`src/hdl/sfd_pkg.sv`:
```
// Shared types and constants of the stuffed frame deframer.
`timescale 1ns / 1ps
`default_nettype none

package sfd_pkg;

    localparam int MAX_FRAME_BYTES = 4096;
    // Decoded byte count saturates at MAX_FRAME_BYTES + 1
    localparam int CNT_W = $clog2(MAX_FRAME_BYTES + 2);

    localparam int BYTE_W    = 8;
    localparam int CFG_IDX_W = 2;
    localparam int CFG_DAT_W = 8;

    typedef enum logic [CFG_IDX_W-1:0] {
        REG_HEADER   = 2'd0,
        REG_TRAILER  = 2'd1,
        REG_ESCAPE   = 2'd2,
        REG_ESC_OFFS = 2'd3
    } cfg_reg_t;

    localparam logic [BYTE_W-1:0] HEADER_RST   = 8'hcc;
    localparam logic [BYTE_W-1:0] TRAILER_RST  = 8'hdd;
    localparam logic [BYTE_W-1:0] ESCAPE_RST   = 8'hee;
    localparam logic [BYTE_W-1:0] ESC_OFFS_RST = 8'hcc;

    typedef enum logic [2:0] {
        ST_OK       = 3'd0,
        ST_SUM_BAD  = 3'd1,
        ST_BAD_ESC  = 3'd2,
        ST_EMPTY    = 3'd3,
        ST_ABORTED  = 3'd4,
        ST_TOO_LONG = 3'd5
    } status_t;

    typedef struct packed {
        logic [BYTE_W-1:0] header_byte;
        logic [BYTE_W-1:0] trailer_byte;
        logic [BYTE_W-1:0] escape_byte;
        logic [BYTE_W-1:0] escape_offset;
    } cfg_t;

    typedef struct packed {
        logic [BYTE_W-1:0] data_byte;
        logic              frame_end;
        status_t           frame_status;
    } result_t;

endpackage

`default_nettype wire

```
`src/hdl/sfd_if.sv`:
```
// Channel interfaces: raw byte input and decoded result output.
`timescale 1ns / 1ps
`default_nettype none

interface sfd_byte_if import sfd_pkg::*; ();
    logic              valid;
    logic              ready;
    logic [BYTE_W-1:0] rx_byte;

    modport source (output valid, output rx_byte, input ready);
    modport sink   (input valid, input rx_byte, output ready);
endinterface

interface sfd_result_if import sfd_pkg::*; ();
    logic              valid;
    logic              ready;
    logic [BYTE_W-1:0] data_byte;
    logic              frame_end;
    status_t           frame_status;

    modport source (output valid, output data_byte, output frame_end, output frame_status,
                    input ready);
    modport sink   (input valid, input data_byte, input frame_end, input frame_status,
                    output ready);
endinterface

`default_nettype wire

```
`src/hdl/stuffed_frame_deframer_core.sv`:
```
// Byte-stuffed frame deframer with additive check byte: top level.
//
// din carries one raw line byte per transaction (valid/ready). dout carries
// one result per transaction: a payload byte (frame_end low, status ok) or an
// end-of-frame marker (frame_end high, data zero) with the frame status.
// Configuration is a plain write port (cfg_we, cfg_index, cfg_wdata) for the
// header, trailer and escape values and the escape offset; write it only
// while the block is idle.
// Each accepted byte is latched into an input register, decoded against the
// frame state and its result, if any, written to a two-entry output buffer
// whose head drives dout; the byte waits in the input register while that
// buffer is full. One byte per cycle is taken continuously while dout
// drains.
// Payload bytes appear one byte late, since the newest decoded byte is held
// back as the candidate check byte.
// When dout stalls, din.ready drops once the output buffer holds two results
// and one more byte waits in the input register; nothing is lost.
// Reset restores the default framing values and leaves the block out of frame
// with empty buffers.
`timescale 1ns / 1ps
`default_nettype none

module stuffed_frame_deframer_core import sfd_pkg::*;
(
    input  wire logic                 clk,
    input  wire logic                 rst_n,
    sfd_byte_if.sink                  din,
    sfd_result_if.source              dout,
    input  wire logic                 cfg_we,
    input  wire logic [CFG_IDX_W-1:0] cfg_index,
    input  wire logic [CFG_DAT_W-1:0] cfg_wdata
);

    cfg_t    cfg;
    logic    space;
    logic    push;
    result_t push_res;

    sfd_cfg_regs u_cfg (
        .clk       (clk),
        .rst_n     (rst_n),
        .cfg_we    (cfg_we),
        .cfg_index (cfg_index),
        .cfg_wdata (cfg_wdata),
        .cfg       (cfg)
    );

    sfd_decode u_decode (
        .clk      (clk),
        .rst_n    (rst_n),
        .din      (din),
        .cfg      (cfg),
        .space    (space),
        .push     (push),
        .push_res (push_res)
    );

    sfd_out_buf u_out (
        .clk      (clk),
        .rst_n    (rst_n),
        .push     (push),
        .push_res (push_res),
        .space    (space),
        .dout     (dout)
    );

    // Input only backs up when the output buffer is full
    a_stall_means_full: assert property (@(posedge clk) disable iff (!rst_n)
        !din.ready |-> dout.valid)
        else $error("din stalled with no result pending");

    a_payload_status: assert property (@(posedge clk) disable iff (!rst_n)
        dout.valid && !dout.frame_end |-> dout.frame_status == ST_OK)
        else $error("payload result with non-ok status");

    a_end_data_zero: assert property (@(posedge clk) disable iff (!rst_n)
        dout.valid && dout.frame_end |-> dout.data_byte == '0)
        else $error("end result with non-zero data");

endmodule

`default_nettype wire

```
`src/hdl/sfd_cfg_regs.sv`:
```
// Configuration registers: framing byte values and escape offset.
`timescale 1ns / 1ps
`default_nettype none

module sfd_cfg_regs import sfd_pkg::*;
(
    input  wire logic                 clk,
    input  wire logic                 rst_n,
    input  wire logic                 cfg_we,
    input  wire logic [CFG_IDX_W-1:0] cfg_index,
    input  wire logic [CFG_DAT_W-1:0] cfg_wdata,
    output cfg_t                      cfg
);

    cfg_t cfg_reg;

    always_ff @(posedge clk or negedge rst_n)
    begin
        if (!rst_n)
        begin
            cfg_reg.header_byte   <= HEADER_RST;
            cfg_reg.trailer_byte  <= TRAILER_RST;
            cfg_reg.escape_byte   <= ESCAPE_RST;
            cfg_reg.escape_offset <= ESC_OFFS_RST;
        end
        else if (cfg_we)
        begin
            case (cfg_reg_t'(cfg_index))
                REG_HEADER:   cfg_reg.header_byte   <= cfg_wdata[BYTE_W-1:0];
                REG_TRAILER:  cfg_reg.trailer_byte  <= cfg_wdata[BYTE_W-1:0];
                REG_ESCAPE:   cfg_reg.escape_byte   <= cfg_wdata[BYTE_W-1:0];
                REG_ESC_OFFS: cfg_reg.escape_offset <= cfg_wdata[BYTE_W-1:0];
                default:      ;
            endcase
        end
    end

    assign cfg = cfg_reg;

endmodule

`default_nettype wire

```
`src/hdl/sfd_decode.sv`:
```
// Input register, frame state and per-byte decode producing at most one result.
`timescale 1ns / 1ps
`default_nettype none

module sfd_decode import sfd_pkg::*;
(
    input  wire logic  clk,
    input  wire logic  rst_n,
    sfd_byte_if.sink   din,
    input  wire cfg_t  cfg,
    input  wire logic  space,
    output logic       push,
    output result_t    push_res
);

    logic              s1_valid_reg;
    logic [BYTE_W-1:0] s1_byte_reg;

    logic              in_frame_reg,    in_frame_next;
    logic              esc_pend_reg,    esc_pend_next;
    logic              held_valid_reg,  held_valid_next;
    logic [BYTE_W-1:0] held_byte_reg,   held_byte_next;
    logic [BYTE_W-1:0] sum_reg,         sum_next;
    logic [CNT_W-1:0]  count_reg,       count_next;

    logic              advance;
    logic [BYTE_W-1:0] b;
    logic [BYTE_W-1:0] decoded;
    logic              too_long;

    assign advance   = s1_valid_reg && space;
    assign din.ready = !s1_valid_reg || space;

    always_ff @(posedge clk or negedge rst_n)
    begin
        if (!rst_n)
        begin
            s1_valid_reg <= 1'b0;
        end
        else if (din.valid && din.ready)
        begin
            s1_valid_reg <= 1'b1;
        end
        else if (advance)
        begin
            s1_valid_reg <= 1'b0;
        end
    end

    always_ff @(posedge clk)
    begin
        if (din.valid && din.ready)
        begin
            s1_byte_reg <= din.rx_byte;
        end
    end

    assign b        = s1_byte_reg;
    assign decoded  = esc_pend_reg ? b + cfg.escape_offset : b;
    assign too_long = count_reg > CNT_W'(MAX_FRAME_BYTES);

    always_comb
    begin
        in_frame_next   = in_frame_reg;
        esc_pend_next   = esc_pend_reg;
        held_valid_next = held_valid_reg;
        held_byte_next  = held_byte_reg;
        sum_next        = sum_reg;
        count_next      = count_reg;
        push            = 1'b0;
        push_res        = '{data_byte: '0, frame_end: 1'b0, frame_status: ST_OK};

        if (advance)
        begin
            if (b == cfg.header_byte)
            begin
                // Header always (re)opens; inside a frame the old one is aborted
                if (in_frame_reg)
                begin
                    push                  = 1'b1;
                    push_res.frame_end    = 1'b1;
                    push_res.frame_status = ST_ABORTED;
                end
                in_frame_next   = 1'b1;
                esc_pend_next   = 1'b0;
                held_valid_next = 1'b0;
                held_byte_next  = '0;
                sum_next        = '0;
                count_next      = '0;
            end
            else if (!in_frame_reg)
            begin
                // ignored outside a frame
            end
            else if (b == cfg.trailer_byte)
            begin
                push               = 1'b1;
                push_res.frame_end = 1'b1;
                if (esc_pend_reg)
                    push_res.frame_status = ST_BAD_ESC;
                else if (!held_valid_reg)
                    push_res.frame_status = ST_EMPTY;
                else if (too_long)
                    push_res.frame_status = ST_TOO_LONG;
                else if (sum_reg != held_byte_reg)
                    push_res.frame_status = ST_SUM_BAD;
                else
                    push_res.frame_status = ST_OK;
                in_frame_next   = 1'b0;
                esc_pend_next   = 1'b0;
                held_valid_next = 1'b0;
                held_byte_next  = '0;
                sum_next        = '0;
                count_next      = '0;
            end
            else if (esc_pend_reg || b != cfg.escape_byte)
            begin
                // Decoded byte: release the held one, hold back the new one
                esc_pend_next = 1'b0;
                if (held_valid_reg)
                begin
                    push               = 1'b1;
                    push_res.data_byte = held_byte_reg;
                    sum_next           = sum_reg + held_byte_reg;
                end
                held_byte_next  = decoded;
                held_valid_next = 1'b1;
                if (!too_long)
                    count_next = count_reg + 1'b1;
            end
            else
            begin
                esc_pend_next = 1'b1;
            end
        end
    end

    always_ff @(posedge clk or negedge rst_n)
    begin
        if (!rst_n)
        begin
            in_frame_reg   <= 1'b0;
            esc_pend_reg   <= 1'b0;
            held_valid_reg <= 1'b0;
            held_byte_reg  <= '0;
            sum_reg        <= '0;
            count_reg      <= '0;
        end
        else
        begin
            in_frame_reg   <= in_frame_next;
            esc_pend_reg   <= esc_pend_next;
            held_valid_reg <= held_valid_next;
            held_byte_reg  <= held_byte_next;
            sum_reg        <= sum_next;
            count_reg      <= count_next;
        end
    end

endmodule

`default_nettype wire

```
`src/hdl/sfd_out_buf.sv`:
```
// Two-entry output register with skid slot; space flag is registered-only.
`timescale 1ns / 1ps
`default_nettype none

module sfd_out_buf import sfd_pkg::*;
(
    input  wire logic    clk,
    input  wire logic    rst_n,
    input  wire logic    push,
    input  wire result_t push_res,
    output logic         space,
    sfd_result_if.source dout
);

    logic [1:0] cnt_reg;
    result_t    e0_reg;
    result_t    e1_reg;
    logic       pop;

    assign pop   = dout.valid && dout.ready;
    assign space = cnt_reg != 2'd2;

    always_ff @(posedge clk or negedge rst_n)
    begin
        if (!rst_n)
        begin
            cnt_reg <= 2'd0;
        end
        else
        begin
            cnt_reg <= cnt_reg + {1'b0, push} - {1'b0, pop};
        end
    end

    always_ff @(posedge clk)
    begin
        if (pop)
        begin
            if (cnt_reg == 2'd2)
            begin
                e0_reg <= e1_reg;
                if (push)
                    e1_reg <= push_res;
            end
            else if (push)
            begin
                e0_reg <= push_res;
            end
        end
        else if (push)
        begin
            if (cnt_reg == 2'd0)
                e0_reg <= push_res;
            else
                e1_reg <= push_res;
        end
    end

    assign dout.valid        = cnt_reg != 2'd0;
    assign dout.data_byte    = e0_reg.data_byte;
    assign dout.frame_end    = e0_reg.frame_end;
    assign dout.frame_status = e0_reg.frame_status;

endmodule

`default_nettype wire
```
`src/flat_wrapper.sv`:
```
// flat-port wrapper written by rule: the top's interface ports become plain ports
module stuffed_frame_deframer_core_flat import sfd_pkg::*;
  (clk, rst_n, cfg_we, cfg_index, cfg_wdata, din_valid, din_rx_byte, din_ready, dout_valid, dout_data_byte, dout_frame_end, dout_frame_status, dout_ready);
  sfd_byte_if din_i ();
  sfd_result_if dout_i ();
  input  wire logic clk;
  input  wire logic rst_n;
  input  wire logic cfg_we;
  input  wire logic [CFG_IDX_W-1:0] cfg_index;
  input  wire logic [CFG_DAT_W-1:0] cfg_wdata;
  input wire logic [$bits(din_i.valid)-1:0] din_valid;
  input wire logic [$bits(din_i.rx_byte)-1:0] din_rx_byte;
  output wire logic [$bits(din_i.ready)-1:0] din_ready;
  output wire logic [$bits(dout_i.valid)-1:0] dout_valid;
  output wire logic [$bits(dout_i.data_byte)-1:0] dout_data_byte;
  output wire logic [$bits(dout_i.frame_end)-1:0] dout_frame_end;
  output wire logic [$bits(dout_i.frame_status)-1:0] dout_frame_status;
  input wire logic [$bits(dout_i.ready)-1:0] dout_ready;
  assign din_i.valid = din_valid;
  assign din_i.rx_byte = din_rx_byte;
  assign din_ready = din_i.ready;
  assign dout_valid = dout_i.valid;
  assign dout_data_byte = dout_i.data_byte;
  assign dout_frame_end = dout_i.frame_end;
  assign dout_frame_status = dout_i.frame_status;
  assign dout_i.ready = dout_ready;
  stuffed_frame_deframer_core u_core (.clk(clk), .rst_n(rst_n), .din(din_i), .dout(dout_i), .cfg_we(cfg_we), .cfg_index(cfg_index), .cfg_wdata(cfg_wdata));
endmodule
```
`config.mk`:
```
export PLATFORM = sky130hd
export DESIGN_NAME = stuffed_frame_deframer_core_flat
export DESIGN_NICKNAME = d
export VERILOG_FILES = /design/src/hdl/sfd_pkg.sv /design/src/hdl/sfd_if.sv /design/src/hdl/stuffed_frame_deframer_core.sv /design/src/hdl/sfd_cfg_regs.sv /design/src/hdl/sfd_decode.sv /design/src/hdl/sfd_out_buf.sv /design/src/flat_wrapper.sv
export SDC_FILE = /design/constraint.sdc
export NUM_CORES = 1
export LEC_CHECK = 0
export BUFFER_PORTS_ARGS = -buffer_cell sky130_fd_sc_hd__buf_2
export CORE_MARGIN = 5
export CORE_UTILIZATION = 40
export CTS_BUF_LIST = sky130_fd_sc_hd__clkbuf_4 sky130_fd_sc_hd__clkbuf_8 sky130_fd_sc_hd__clkbuf_16
export DETAILED_ROUTE_END_ITERATION = 16
export MAX_ROUTING_LAYER = met4
export PLACE_DENSITY = 0.63
export SETUP_SLACK_MARGIN = 0.4
export SYNTH_ARGS = -nofsm -noshare
export SYNTH_HDL_FRONTEND = slang
export SYNTH_SLANG_ARGS = --single-unit
```
`constraint.sdc`:
```
create_clock -name clk -period 8.1 [get_ports clk]
set_input_delay 0.405 -clock clk [delete_from_list [all_inputs] [get_ports clk]]
set_output_delay 0.405 -clock clk [all_outputs]
set_load 0.01 [all_outputs]
```
==> impl_metrics.tcl, run 1 <==
set metrics [dict create \
    synth_fp_nets 462 \
    powerDensity_mw_per_mm2 286 \
    ir_worst_vdd_mv 0.131 \
    slew_viol_final 0 \
    ioPinCount 37 \
    grt_start_max_net_pins 68 \
    htree_levels 3 \
    ctsRootBufferMaster "clkbuf_16" \
    grt_pass1_vias 3466 \
    multiInputGateArea_mm2 0.00228 \
    power_switching_mw 0.527 \
    path_max_fanout 18 \
    seqCellArea_mm2 0.00266 \
    ys_top_cells_by_count "47 x dfrtp_1, 33 x mux2_2, 32 x edfxtp_1" \
    critPathArrivalTime_ns 3.04 \
    p_seq_frac 0.445 \
    yosys_warnings 0 \
    vias 3356 \
    synth_area_leaders "dfrtp_1 23%, edfxtp_1 19%, dfstp_2 10%" \
    r2r-end "u_core.u_decode.count_reg[6]$_DFFE_PN0P_" \
    syn_inst 418 \
    layout-drive-gt1-share 0.262 \
    leakage_nw 2.42 \
    finalSetupViolCount 0 \
    start_kind "register" \
    diodes 0 \
    io_buffers 36 \
    overflow 0 \
    initialDrtViolationCount 138 \
    ys.flop_type "dfrtp_1" \
    syn_area_mm2 0.00506 \
    yosysTopAreaCell "dfrtp_1" \
    die_area_mm2 0.0150 \
    netlist.area_leader.share 0.232 \
    p_int_mw 1.12 \
    switching_share 0.320 \
    numCtsBuffers 9 \
    tns_ns 0 \
    final-hold-violation-count 0 \
    p_comb_frac 0.275 \
    die_h_um 122 \
    synth.most_common_cell "dfrtp_1" \
    ys_types 58 \
    cts_tree "yes" \
    die_w_um 122 \
    slew_headroom 0.383 \
    cts_setup_buffers 0 \
    crit_path_end_kind "register" \
    routabilityCongestion 0.858 \
    grt_pass1_wl_um 17500 \
    cts_sinks 99 \
    rows 41 \
    syn2layout_area_growth_pct 13.8 \
    cts_buffer_depth 2 \
    largest_reg_flops 32 \
    drc 0 \
    worst_slew_pin_slew_ns 0.920 \
    hpwlAfterDp_um 7600 \
    final.min_clock_period_ns 2.77 \
    async_flop_share 0.677 \
    status "complete, no violations" \
    syn-mean-instance-area_um2 12.1 \
    rsz0062_at_grt "false" \
    synth-seq-cells 99 \
    min_from "din_rx_byte[4]" \
    holdBufCountCts 0 \
    min_path_type "input port to register" \
    grt_usage 0.154 \
    hold_depth 1 \
    critical_path_class "register to register" \
    cap_viol_max_count 0 \
    p_clk_frac 0.281 \
    routed_wl_um 10300 \
    wl_per_cell_um 16.1 \
    synth-seq-area-share 0.526 \
    start_util 0.404 \
    finalNonFillerCells 638 \
    antenna_found_initial 0 \
    synth_edf_count 32 \
    power.total_mw 1.65 \
    clock_latency_ns 0.35 \
    place_inst 622 \
    finalNetCount 505 \
    fin_crit_sh 0.342 \
    drtAntennaViolNets 0 \
    fmax_ghz 0.361 \
    path_clk_slew_ns 0.07 \
    hold-path-endpoint "u_core.u_decode.b[4]$_DFFE_PP_" \
    nFillCells 1189 \
    ff2ff_setup_slack_ns 5.33 \
    critPathRequiredTime_ns 8.37 \
    startpoint "u_core.u_decode.count_reg[0]$_DFFE_PN0P_" \
    reg2reg_from "u_core.u_decode.count_reg[0]$_DFFE_PN0P_" \
    finClkSkew_ns 0.00840 \
    avgViaCountPerCell 5.26 \
    core_mm2 0.0125 \
    r2r_cells 8 \
    drtPass1Iterations 4 \
    ctsResizeCount 0 \
]
power by group through the flow:
stage	sequential, mW	clock (mW)	combinational (mW)
2_1_floorplan	0.702	0	0.361
3_3_place_gp	0.739	0	0.444
3_5_place_dp	0.743	0	0.455
4_1_cts	0.734	0.475	0.458
5_1_grt	0.751	0.498	0.506
6_report	0.733	0.463	0.453
cells by family (layout without fill, tap and decap cells):
family                   Yosys count  in the layout  synth area share
XOR/XNOR                          36             36            0.0623
AO/OA/AOI/OAI                     80             80             0.112
buffers and inverters             26             74            0.0227
multiplexers                      42             42            0.0915
AND/OR/NAND/NOR                  114            114             0.131
adder cells (fa/ha/maj)           21             21            0.0549
flip-flops                        99             99             0.526
cell usage in the layout, fill, tap and decap left out, types with 5 or more instances in the layout:
cell / Yosys / final
buf_2: 0 / 36
clkbuf_16: 0 / 9
edfxtp_1: 32 / 32
nor2_1: 14 / 14
or3_1: 5 / 5
o2bb2ai_1: 7 / 7
or4_1: 5 / 5
xor2_1: 10 / 10
dfstp_2: 20 / 20
mux2_2: 33 / 33
nand4_1: 7 / 7
dfrtp_1: 47 / 47
a22o_1: 11 / 11
nand2_1: 17 / 17
inv_1: 18 / 18
nand3_1: 12 / 12
mux2i_1: 8 / 8
ha_1: 19 / 19
nor3_1: 7 / 7
xnor2_1: 26 / 26
and2_1: 10 / 10
a21oi_1: 16 / 16
o21ai_0: 9 / 9
a21o_1: 9 / 9
nand2b_1: 5 / 5
worst max path at each step:
stage,endpoint,slack (ns),cells after the start
after floorplan,u_core.u_out.dout.data_byte[0]$_DFFE_PP_,4.93,8
after global placement,u_core.u_out.dout.data_byte[2]$_DFFE_PP_,5.39,7
after detailed placement,u_core.u_out.dout.data_byte[2]$_DFFE_PP_,5.35,8
after CTS,u_core.u_out.dout.data_byte[3]$_DFFE_PP_,5.33,8
after global routing,u_core.u_decode.count_reg[4]$_DFFE_PN0P_,5.05,8
final,u_core.u_decode.count_reg[6]$_DFFE_PN0P_,5.33,8
final cells by class:
class,count,area share
sequential,99,0.462
multi-input combinational,293,0.396
clock buffer,10,0.0404
tap,172,0.0374
timing repair buffer,40,0.0365
clock inverter,6,0.0152
inverter,18,0.0117
through the flow:
stage | worst slack (ns) | hold WS (ns) | utilization | cell area (µm²)
2_1_floorplan | 4.93 | 0.109 | - | 5060
3_3_place_gp | 5.39 | 0.466 | 0.435 | 5440
3_5_place_dp | 5.35 | 0.475 | 0.435 | 5440
4_1_cts | 5.33 | 0.213 | 0.460 | 5760
5_1_grt | 5.05 | 0.211 | 0.460 | 5760
6_report | 5.33 | 0.228 | 0.460 | 5760
per-layer routing:
metal,track usage,vias up,wire [µm]
met3,0.0267,18,399
met5,-,-,0
met4,0.0651,0,226
met2,0.233,79,4670
li1,-,1626,-
met1,0.205,1633,4990
critical path, stage by stage (launching register included):
cell	delay, ns
dfrtp_1	0.41
inv_1	0.06
ha_1	0.20
nor4b_2	0.15
a31oi_1	0.61
a311oi_2	0.15
nor3_2	0.74
o21ai_0	0.21
a21oi_1	0.17
Power figures use the tool's default switching activity.
==> inputs of run 2 (changes only) <==
Clock period 8.1 ns to 2.8 ns, I/O delays scaled along.
==> impl_metrics.tcl, run 2 (synthesis gave the netlist of run 1 again) <==
set metrics [dict create \
    crit_path_end_kind "register" \
    reg2reg_from "u_core.u_decode.b[2]$_DFFE_PP_" \
    layout-drive-gt1-share 0.323 \
    status "complete, no violations" \
    place_inst 626 \
    start_util 0.404 \
    grt_pass1_wl_um 17600 \
    wl_per_cell_um 15.9 \
    cpLargestDelayFamily "simple AND/OR/NAND/NOR gates" \
    routabilityCongestion 0.883 \
    drc 0 \
    die_area_mm2 0.0150 \
    finalSetupViolCount 0 \
    initialDrtViolationCount 227 \
    min_from "cfg_wdata[0]" \
    final_util 0.497 \
    finalNonFillerCells 671 \
    p_clk_frac 0.249 \
    vias 3462 \
    final.min_clock_period_ns 2.34 \
    final_cell_mix "47 x dfrtp_1, 36 x buf_2, 33 x mux2_2, 32 x edfxtp_1, 25 x xnor2_1" \
    syn2layout_area_growth_pct 23.0 \
    hpwlAfterDp_um 7900 \
    avgViaCountPerCell 5.16 \
    cp.buffers_inverters 1 \
    rsz0062_at_grt "true" \
    ctsRootBufferMaster "clkbuf_16" \
    drtPass1Iterations 5 \
    clock_latency_ns 0.35 \
    layout.cells.most_common "dfrtp_1" \
    tns_ns 0 \
    core_mm2 0.0125 \
    numCtsBuffers 9 \
    ir_worst_vdd_mv 0.461 \
    ioPinCount 37 \
    die_h_um 122 \
    critical_path_class "register to register" \
    critPathMostFrequentCell "o21ai_4" \
    final_area_mm2 0.00622 \
    htree_levels 3 \
    path_max_fanout 12 \
    cts_tree "yes" \
    slew_viol_final 0 \
    critPathRequiredTime_ns 2.86 \
    path_clk_slew_ns 0.07 \
    finalNetCount 538 \
    io_buffers 36 \
    cts_sinks 99 \
    finClkSkew_ns 0.00726 \
    overflow 0 \
    rows 41 \
    slew_headroom 0.515 \
    cts_buffer_depth 2 \
    p_seq_frac 0.427 \
    diodes 0 \
    place_area_mm2 0.00556 \
    crit_chain "xnor2_1 > nand4_1 > or2_4 > o21ai_4 > o21ai_4 > ha_4 > a221oi_4 > buf_6" \
    p_comb_frac 0.323 \
    die_w_um 122 \
    power_switching_mw 1.62 \
    switching_share 0.331 \
    routed_wl_um 10600 \
    drtAntennaViolNets 0 \
    leakage_nw 2.63 \
    max_stage_delay_ns 0.51 \
    largest_reg_flops 32 \
    powerDensity_mw_per_mm2 787 \
    critPathArrivalTime_ns 2.40 \
    p_int_mw 3.28 \
    min_path_type "input port to register" \
    worst_slew_pin_slew_ns 0.726 \
    nFillCells 1116 \
    fmax_ghz 0.427 \
    cap_viol_max_count 0 \
    grt_usage 0.156 \
    final-hold-violation-count 0 \
    startpoint "u_core.u_decode.b[2]$_DFFE_PP_" \
    grt_start_max_net_pins 44 \
    antenna_found_initial 0 \
    power.total_mw 4.90 \
    fin_crit_sh 0.836 \
    crit_slowest_cell "edfxtp_1" \
    start_kind "register" \
    grt_pass1_vias 3430 \
]
## run 2: cell types whose count changed in the layout (fill, tap and decap cells not counted), moves of 3 or more
cell	previous run	this run
ha_1	19	16
buf_4	4	22
dlygate4sd3_1	0	10
buf_6	0	3
xor2_2	0	3
xor2_1	10	7
## run 2: timing repair
action	4_1_cts	5_1_grt
gates resized for setup	5	17
pin swaps	5	13
setup endpoints to repair	28	42
hold buffers	10	0
hold endpoints to repair	19	0
buffers inserted	5	14
## run 2: area by class of cell
cell class / instances / area [µm²] / share of cell area
Clock buffer: 11 / 264 / 0.0424
Clock inverter: 5 / 33.8 / 0.00543
Inverter: 18 / 67.6 / 0.0109
Multi-Input combinational cell: 293 / 2460 / 0.396
Sequential cell: 99 / 2660 / 0.428
Tap cell: 172 / 215 / 0.0346
Timing Repair Buffer: 73 / 519 / 0.0834
## run 2: layer usage
metal	up-vias	global-route usage	share of wire
li1	1701	-	-
met1	1675	0.205	0.46
met2	70	0.238	0.47
met3	16	0.0378	0.042
met4	0	0.0560	0.022
met5	-	-	0
## run 2: per-stage QoR
step / hold slack [ns] / setup WS [ns]
6_report: 0.0640 / 0.459
3_3_place_gp: 0.168 / 0.276
3_5_place_dp: 0.175 / 0.223
2_1_floorplan: -0.156 / 0.417
4_1_cts: 0.0539 / 0.416
5_1_grt: 0.0639 / 0.318
## run 2: worst paths after layout
| check | to | slack [ns] | depth (start not counted) |
|---|---|---|---|
| setup / recovery | u_core.u_out.dout.data_byte[3]$_DFFE_PP_ | 0.46 | 8 |
| hold / removal | u_core.u_cfg.cfg[24]$_DFFE_PN0P_ | 0.06 | 2 |
| setup reg to reg | u_core.u_out.dout.data_byte[3]$_DFFE_PP_ | 0.46 | 8 |
| hold reg to reg | u_core.u_decode.sum_reg[0]$_DFFE_PN0P_ | 0.50 | 1 |
| max in group asynchronous | u_core.u_cfg.cfg[7]$_DFFE_PN1P_ | 1.80 | 3 |
| min in group asynchronous | u_core.u_cfg.cfg[21]$_DFFE_PN0P_ | 0.33 | 2 |
## run 2: power by group through the flow
| stage | combinational (mW) | sequential (mW) | clock, mW |
|---|---|---|---|
| 2_1_floorplan | 1.09 | 2.03 | 0 |
| 3_3_place_gp | 1.40 | 2.11 | 0 |
| 3_5_place_dp | 1.42 | 2.12 | 0 |
| 4_1_cts | 1.48 | 2.09 | 1.25 |
| 5_1_grt | 1.76 | 2.13 | 1.32 |
| 6_report | 1.58 | 2.09 | 1.22 |
